### src/design/xfbe_pkg.sv
// Shared types, constants and bit-count functions for the XOR float byte encoder.
package xfbe_pkg;

    // Default depth of the queue between front and back
    localparam int QUEUE_DEPTH = 4;

    // Stream constants
    localparam logic [7:0] BYTE_SAME  = 8'h00;
    localparam logic [7:0] BYTE_DELTA = 8'h01;
    localparam logic [7:0] VARINT_MORE = 8'h80;
    localparam logic [6:0] VARINT_MASK = 7'h7F;
    localparam logic [2:0] RAW_LAST_IDX = 3'd7;

    // Class of one queued sample
    typedef enum logic [1:0] {
        K_RAW   = 2'd0,
        K_SAME  = 2'd1,
        K_DELTA = 2'd2
    } t_kind;

    // One queued sample: raw value or XOR word, plus its zero counts
    typedef struct packed {
        t_kind       kind;
        logic [63:0] data;
        logic [5:0]  lead;
        logic [5:0]  trail;
    } t_entry;

    // Count trailing zeros of a non-zero word by halving
    function automatic logic [5:0] trail_zeros(input logic [63:0] x);
        logic [63:0] y;
        logic [5:0]  n;
        logic [63:0] m;
        y = x;
        n = '0;
        for (int i = 5; i >= 0; i--) begin
            m = (64'd1 << (1 << i)) - 64'd1;
            if ((y & m) == 64'd0) begin
                n[i] = 1'b1;
                y = y >> (1 << i);
            end
        end
        return n;
    endfunction

    // Count leading zeros of a non-zero word
    function automatic logic [5:0] lead_zeros(input logic [63:0] x);
        logic [63:0] r;
        for (int i = 0; i < 64; i++) begin
            r[i] = x[63 - i];
        end
        return trail_zeros(r);
    endfunction

endpackage

### src/design/xfbe_front.sv
// Front end: holds the reference value and classifies each accepted sample.
module xfbe_front
    import xfbe_pkg::*;
(
    input  logic        i_clk,
    input  logic        i_rst_n,
    input  logic        i_accept,
    input  logic [63:0] i_value_bits,
    input  logic        i_block_start,
    output t_entry      o_entry
);

    logic [63:0] r_prev;
    logic        r_open;
    logic [63:0] w_xor;

    // Classify the incoming word against the stored value
    always_comb begin
        w_xor         = r_prev ^ i_value_bits;
        o_entry.lead  = lead_zeros(w_xor);
        o_entry.trail = trail_zeros(w_xor);
        priority if (i_block_start || !r_open) begin
            o_entry.kind = K_RAW;
            o_entry.data = i_value_bits;
        end else if (w_xor == 64'd0) begin
            o_entry.kind = K_SAME;
            o_entry.data = w_xor;
        end else begin
            o_entry.kind = K_DELTA;
            o_entry.data = w_xor;
        end
    end

    // Track block state; an unchanged word equals the stored one, so always load it
    always_ff @(posedge i_clk) begin
        if (!i_rst_n) begin
            r_prev <= '0;
            r_open <= 1'b0;
        end else if (i_accept) begin
            r_prev <= i_value_bits;
            r_open <= 1'b1;
        end
    end

endmodule

### src/design/xfbe_queue.sv
// Short queue of classified samples between front and back.
module xfbe_queue
    import xfbe_pkg::*;
#(
    parameter int DEPTH = QUEUE_DEPTH
) (
    input  logic   i_clk,
    input  logic   i_rst_n,
    input  logic   i_push,
    input  t_entry i_entry,
    input  logic   i_pop,
    output logic   o_full,
    output logic   o_empty,
    output t_entry o_entry
);

    localparam int PW = (DEPTH > 1) ? $clog2(DEPTH) : 1;
    localparam int CW = $clog2(DEPTH + 1);
    localparam logic [PW-1:0] LAST_PTR = PW'(DEPTH - 1);

    t_entry        r_mem [DEPTH];
    logic [PW-1:0] r_head;
    logic [PW-1:0] r_tail;
    logic [CW-1:0] r_count;

    assign o_full  = (r_count == CW'(DEPTH));
    assign o_empty = (r_count == '0);
    assign o_entry = r_mem[r_head];

    // Write the new word at the tail
    always_ff @(posedge i_clk) begin
        if (i_push) begin
            r_mem[r_tail] <= i_entry;
        end
    end

    // Advance pointers and count
    always_ff @(posedge i_clk) begin
        if (!i_rst_n) begin
            r_head  <= '0;
            r_tail  <= '0;
            r_count <= '0;
        end else begin
            if (i_push) begin
                r_tail <= (r_tail == LAST_PTR) ? '0 : r_tail + PW'(1);
            end
            if (i_pop) begin
                r_head <= (r_head == LAST_PTR) ? '0 : r_head + PW'(1);
            end
            unique case ({i_push, i_pop})
                2'b10:   r_count <= r_count + CW'(1);
                2'b01:   r_count <= r_count - CW'(1);
                default: r_count <= r_count;
            endcase
        end
    end

endmodule

### src/design/xfbe_back.sv
// Back end: walks each queued sample out as bytes into the output register.
module xfbe_back
    import xfbe_pkg::*;
(
    input  logic       i_clk,
    input  logic       i_rst_n,
    input  logic       i_q_empty,
    input  t_entry     i_entry,
    output logic       o_q_pop,
    input  logic       i_pop,
    output logic       o_empty,
    output logic [7:0] o_out_byte,
    output logic       o_last_byte
);

    typedef enum logic [5:0] {
        ST_IDLE = 6'b000001,
        ST_RAW  = 6'b000010,
        ST_SAME = 6'b000100,
        ST_CTRL = 6'b001000,
        ST_LEAD = 6'b010000,
        ST_VAR  = 6'b100000
    } t_state;

    t_state      r_state, n_state;
    logic [63:0] r_val, n_val;
    logic [5:0]  r_lead, n_lead;
    logic [5:0]  r_trail, n_trail;
    logic [2:0]  r_cnt, n_cnt;
    logic        r_out_valid;
    logic [7:0]  r_out_byte;
    logic        r_out_last;

    logic       w_adv;
    logic       w_emit;
    logic [7:0] w_byte;
    logic       w_last;
    logic       w_load;

    assign w_adv       = !r_out_valid || i_pop;
    assign w_emit      = (r_state != ST_IDLE);
    assign o_empty     = !r_out_valid;
    assign o_out_byte  = r_out_byte;
    assign o_last_byte = r_out_last;

    // Pick the byte for the current step
    always_comb begin
        unique case (r_state)
            ST_RAW: begin
                w_byte = r_val[7:0];
                w_last = (r_cnt == RAW_LAST_IDX);
            end
            ST_SAME: begin
                w_byte = BYTE_SAME;
                w_last = 1'b1;
            end
            ST_CTRL: begin
                w_byte = BYTE_DELTA;
                w_last = 1'b0;
            end
            ST_LEAD: begin
                w_byte = {2'b00, r_lead};
                w_last = 1'b0;
            end
            ST_VAR: begin
                w_last = (r_val[63:7] == 57'd0);
                w_byte = {1'b0, r_val[6:0] & VARINT_MASK} | (w_last ? 8'h00 : VARINT_MORE);
            end
            default: begin
                w_byte = BYTE_SAME;
                w_last = 1'b0;
            end
        endcase
    end

    // Load the next word when idle or when the last byte leaves
    assign w_load  = !i_q_empty && ((r_state == ST_IDLE) || (w_adv && w_last));
    assign o_q_pop = w_load;

    // Step the sequencer
    always_comb begin
        n_state = r_state;
        n_val   = r_val;
        n_lead  = r_lead;
        n_trail = r_trail;
        n_cnt   = r_cnt;
        if (w_adv && w_emit) begin
            unique case (r_state)
                ST_RAW: begin
                    n_val = r_val >> 8;
                    n_cnt = r_cnt + 3'd1;
                    if (w_last) begin
                        n_state = ST_IDLE;
                    end
                end
                ST_SAME: n_state = ST_IDLE;
                ST_CTRL: begin
                    n_val   = r_val >> r_trail;
                    n_state = ST_LEAD;
                end
                ST_LEAD: n_state = ST_VAR;
                ST_VAR: begin
                    n_val = r_val >> 7;
                    if (w_last) begin
                        n_state = ST_IDLE;
                    end
                end
                default: n_state = ST_IDLE;
            endcase
        end
        if (w_load) begin
            n_val   = i_entry.data;
            n_lead  = i_entry.lead;
            n_trail = i_entry.trail;
            n_cnt   = '0;
            unique case (i_entry.kind)
                K_RAW:   n_state = ST_RAW;
                K_SAME:  n_state = ST_SAME;
                K_DELTA: n_state = ST_CTRL;
                default: n_state = ST_IDLE;
            endcase
        end
    end

    // Hold sequencer state
    always_ff @(posedge i_clk) begin
        if (!i_rst_n) begin
            r_state <= ST_IDLE;
        end else begin
            r_state <= n_state;
        end
        r_val   <= n_val;
        r_lead  <= n_lead;
        r_trail <= n_trail;
        r_cnt   <= n_cnt;
    end

    // Drive the output register
    always_ff @(posedge i_clk) begin
        if (!i_rst_n) begin
            r_out_valid <= 1'b0;
        end else if (w_adv) begin
            r_out_valid <= w_emit;
        end
        if (w_adv) begin
            r_out_byte <= w_byte;
            r_out_last <= w_last;
        end
    end

endmodule

### src/design/xor_float_byte_encoder.sv
// Top level of the XOR float byte encoder.
//
// Usage: write one 64-bit double bit pattern per word on the input queue
// (push/full, with i_block_start marking the first sample of a block) and
// read the compressed stream one byte per word from the output queue
// (empty/pop, o_out_byte with o_last_byte on the final byte of a sample).
// A block-start sample gives 8 raw bytes, least significant first; an
// unchanged sample gives one byte; a changed sample gives a control byte,
// a leading-zero byte and a 1 to 10 byte varint of the shifted XOR.
// A sample's first byte reaches the output through the queue, the
// sequencer state register in the back end and the output register.
// Throughput: the back end sends one byte per cycle without gaps between
// samples while the receiver pops and the queue holds samples; the
// input side takes a word per cycle until the front-to-back queue
// (QUEUE_DEPTH words) fills.
// Reset clears the stored value and marks no block open, so the first
// sample after reset is sent raw. If the receiver stalls, the output byte
// holds, the back end waits, and full rises once the queue fills.
module xor_float_byte_encoder
    import xfbe_pkg::*;
#(
    parameter int QUEUE_DEPTH_P = QUEUE_DEPTH
) (
    input  logic        i_clk,
    input  logic        i_rst_n,
    input  logic        push,
    output logic        full,
    input  logic [63:0] i_value_bits,
    input  logic        i_block_start,
    output logic        empty,
    input  logic        pop,
    output logic [7:0]  o_out_byte,
    output logic        o_last_byte
);

    t_entry w_front_entry;
    t_entry w_head_entry;
    logic   w_accept;
    logic   w_q_empty;
    logic   w_q_pop;

    assign w_accept = push && !full;

    // Classify incoming samples
    xfbe_front u_front (
        .i_clk         (i_clk),
        .i_rst_n       (i_rst_n),
        .i_accept      (w_accept),
        .i_value_bits  (i_value_bits),
        .i_block_start (i_block_start),
        .o_entry       (w_front_entry)
    );

    // Buffer classified samples
    xfbe_queue #(
        .DEPTH (QUEUE_DEPTH_P)
    ) u_queue (
        .i_clk   (i_clk),
        .i_rst_n (i_rst_n),
        .i_push  (w_accept),
        .i_entry (w_front_entry),
        .i_pop   (w_q_pop),
        .o_full  (full),
        .o_empty (w_q_empty),
        .o_entry (w_head_entry)
    );

    // Serialize into bytes
    xfbe_back u_back (
        .i_clk       (i_clk),
        .i_rst_n     (i_rst_n),
        .i_q_empty   (w_q_empty),
        .i_entry     (w_head_entry),
        .o_q_pop     (w_q_pop),
        .i_pop       (pop),
        .o_empty     (empty),
        .o_out_byte  (o_out_byte),
        .o_last_byte (o_last_byte)
    );

endmodule
### config.mk
export PLATFORM = sky130hd
export DESIGN_NAME = xor_float_byte_encoder
export DESIGN_NICKNAME = d
export VERILOG_FILES = /design/src/design/xfbe_pkg.sv /design/src/design/xfbe_front.sv /design/src/design/xfbe_queue.sv /design/src/design/xfbe_back.sv /design/src/design/xor_float_byte_encoder.sv
export SDC_FILE = /design/constraint.sdc
export NUM_CORES = 1
export LEC_CHECK = 0
export ABC_CLOCK_PERIOD_IN_PS = 6870
export BUFFER_PORTS_ARGS = -buffer_cell sky130_fd_sc_hd__buf_4
export CAP_MARGIN = 20
export CORE_MARGIN = 2
export CORE_UTILIZATION = 45
export CTS_CLUSTER_SIZE = 28
export DETAILED_ROUTE_END_ITERATION = 8
export PLACE_DENSITY = 0.61
export RECOVER_POWER = 100
export SYNTH_ARGS = -nofsm -noshare
export SYNTH_HDL_FRONTEND = slang
export SYNTH_SLANG_ARGS = --single-unit
### constraint.sdc
create_clock -name i_clk -period 6.87 [get_ports i_clk]
set_clock_uncertainty 0.1 [all_clocks]
set_input_delay 0.687 -clock i_clk [delete_from_list [all_inputs] [get_ports i_clk]]
set_output_delay 0.687 -clock i_clk [all_outputs]
set_load 0.02 [all_outputs]
==> qor.yml <==
final_util_pct: 50.53
gp_congestion: 0.9846
critical-path-top-delay-family: "buffers and inverters"
port_buffers: 79
layout.nets: 2135
syn-instance-count: 2031
die-area_um2: 57040
core-area_um2: 54770
fin_hold_ws_ns: 0.2826
fmax_mhz: 181.3
cts_sinks: 481
finalMaxSlewViolations: 593
p_int_mw: 7.933
worstPathMaxFanout: 60
htree_levels: 2
netlist-cell-type-count: 80
clkLatencyLatePin_ns: 0.58
grt_max_degree: 80
ir_drop_v: 0.0002275
synthFlopType: "edfxtp_1"
grt_pass1_vias: 16890
p_sw_share_pct: 40.55
cts_tree: "yes"
hp-class: "input pin to flop"
arrival_ns: 5.71
numCtsBuffers: 50
r2r_slack_ns: 1.35
drt_wl_total_mm: 74.54
antennaDiodeCount: 0
setup_violations: 0
first_iter_violations: 1941
die-height_um: 238.8
rsz0062_at_grt: "no"
clkTransAtPathRegs_ns: 0.07
start_util_pct: 45.31
dp_worst_setup_slack_ns: 1.627
synthToLayoutAreaGrowth_pct: 11.52
dpl.hpwl_mm: 53.62
violations: "max-capacitance violations, max-slew violations"
grt_overflow: 0
period_share_pct: 80.31
cp_slowest_cell: "clkbuf_1"
highest_layer: "met4"
ant_nets: 0
worst_slew_pin_slew_ns: 3.181
critPathKind: "flop to flop"
power.total_mw: 13.34
tns_ns: 0
slew_headroom_pct: -112.1
post_cts_resized: 0
synth_area_um2: 24810
grt_pass1_wl_mm: 110.9
wl_per_cell_um: 26.61
synthArstFlopShare_pct: 0
slowest_delay_ns: 2.07
cts-root-buf: "clkbuf_16"
cts_setup_buffers: 0
wl_met1_mm: 32.65
grt_usage_pct: 26.26
grt_antenna_before_repair: 0
pin_count: 80
rows: 86
die_w_um: 238.8
finalCriticalPeriod_ns: 5.517
max_cap_violations: 12
clockBufferDepth: 3
cts_hold_buf: 0
ys_seq_area_share_pct: 54.82
synth_edf_count: 397
drive_gt1_share_pct: 15.98
power.density_nw_per_um2: 482.2
p_switching_mw: 5.411
pwr-share-seq_pct: 33.9
worstPathBufferInverterCount: 2
via_per_inst: 6.161
synth_nets: 2109
route.met2.wl_mm: 34.40
clkPwrFrac_pct: 21.9
worstPathCellList: "nor4_1 > and3b_2 > clkbuf_1 > nor2_4 > clkbuf_1 > a22oi_1 > o21ai_0 > a21oi_1 > a21oi_1"
crit_required_ns: 7.06
synth_area_per_cell_um2: 12.22
cp-start-kind: "flop"
met3WireLength_mm: 3.889
vias: 17260
fin_ws_ns: 1.353
end_kind: "flop"
cellLeakagePower_nw: 9.396
synth_seq_cells: 481
outcome: "complete, but fails checks"
num-fill-cells: 4722
dr.pass1.iters: 6
hold_viol_final: 0
pwr-share-comb_pct: 44.2
remaining_drc_errors: 0
yosysWarningCount: 0
[worst register-to-register path, delay by kind of cell, from the launching register on]
kind                   cells  cell delay, ns
AO/OA/AOI/OAI              4            1.08
buffers and inverters      2            3.10
AND/OR/NAND/NOR            3            0.61
flip-flops                 1            0.36
[cells by family (layout without fill, tap and decap cells)]
family / Yosys count / in the layout / synth area share, %
AO/OA/AOI/OAI: 429 / 429 / 11.73
XOR/XNOR: 134 / 134 / 4.821
adder cells (fa/ha/maj): 9 / 9 / 0.4841
buffers and inverters: 158 / 224 / 2.486
flip-flops: 481 / 481 / 54.82
multiplexers: 208 / 208 / 14.85
AND/OR/NAND/NOR: 612 / 612 / 10.81
[placed cells by master (no fill, tap or decap), types with 12 or more instances in the layout]
cell type  instances
nor4_1            24
dfxtp_1           83
xor2_1            34
nor2_1           119
nand2_1          366
a22oi_1           31
xnor2_1           97
clkbuf_1          25
edfxtp_1         397
o21ai_0           71
a221oi_1          30
buf_4             88
nand4_1           13
clkbuf_16         51
o221ai_1          12
mux2i_1           70
nor2b_1           13
a31oi_1           14
a21oi_1          115
mux4_2           127
inv_1             17
nor3_1            16
a21boi_0          74
[final cells by class]
class	count	area [um^2]	area share (%)
clock inverter	31	451.7	1.632
timing repair buffer	110	765.7	2.767
inverter	22	82.58	0.2984
sequential	481	13610	49.17
tap	704	880.8	3.183
clock buffer	61	1324	4.784
multi-input combinational	1392	10560	38.17
[metal layers]
| layer | global-route usage [%] | vias to the layer above |
|---|---|---|
| li1 | - | 7759 |
| met4 | 11.25 | 0 |
| met3 | 2.679 | 163 |
| met2 | 41.20 | 675 |
| met5 | 0 | - |
| met1 | 37.40 | 8659 |
[registers in the layout (all words and copies together) (netlist names), 2 cells and up, named ones only]
signal,count
u_back.r_val,64
u_back.r_state,6
u_queue.r_mem,312
u_back.r_trail,6
u_queue.r_head,2
u_queue.r_tail,2
u_back.r_lead,6
u_back.o_out_byte,8
u_back.r_cnt,3
u_front.r_prev,64
u_queue.r_count,3
[cells in the mapped netlist (all sizes together) (6+ instances only)]
cell | number | area, um^2
and2 | 10 | 62.56
o2bb2ai | 8 | 70.07
o22a | 6 | 52.55
a21boi | 74 | 555.5
ha | 8 | 100.1
mux2 | 11 | 123.9
mux2i | 70 | 700.7
buf | 38 | 166.4
o211ai | 9 | 67.56
a21oi | 116 | 580.6
nor2 | 120 | 450.4
clkbuf | 98 | 367.9
nand2 | 366 | 1376
edfxtp | 397 | 11920
xor2 | 36 | 330.3
a211oi | 7 | 52.55
o221ai | 12 | 105.1
nor2b | 14 | 87.58
xnor2 | 98 | 865.8
a31oi | 14 | 87.58
nor4 | 26 | 190.2
o21ai | 74 | 370.3
inv | 20 | 75.08
a22oi | 31 | 232.7
a221oi | 30 | 262.8
nand4 | 13 | 81.33
nand3 | 8 | 40.04
mux4 | 127 | 2860
or4 | 6 | 52.55
and4 | 6 | 52.55
nor3 | 16 | 80.08
dfxtp | 84 | 1682
a222oi | 7 | 70.07
[through the flow]
step,std cells,area [um^2]
final,2801,27670
after global routing,2801,27670
after CTS,2800,27820
after detailed placement,2708,26040
after global placement,2708,26040
after floorplan,2031,24810
[power by group through the flow]
stage	Combinational, mW	Clock (mW)	Sequential (mW)
4_1_cts	5.84	2.98	4.49
6_report	5.90	2.92	4.52
2_1_floorplan	4.09	0	4.32
3_3_place_gp	5.86	0	4.53
3_5_place_dp	5.82	0	4.55
5_1_grt	6.33	3.10	4.58
[worst paths after layout]
path | startpoint | endpoint | cells after the start
worst max-delay path | u_back.r_state[1]$_SDFFE_PN0P_ | u_back.r_val[20]$_DFFE_PP_ | 9
worst min-delay path | i_value_bits[22] | u_front.r_prev[22]$_SDFFE_PN0P_ | 3
worst min register to register | u_front.r_open$_SDFFE_PN0P_ | u_front.r_open$_SDFFE_PN0P_ | 1
worst max register to register | u_back.r_state[1]$_SDFFE_PN0P_ | u_back.r_val[20]$_DFFE_PP_ | 9
No activity file was read; power rests on OpenSTA's default activity.
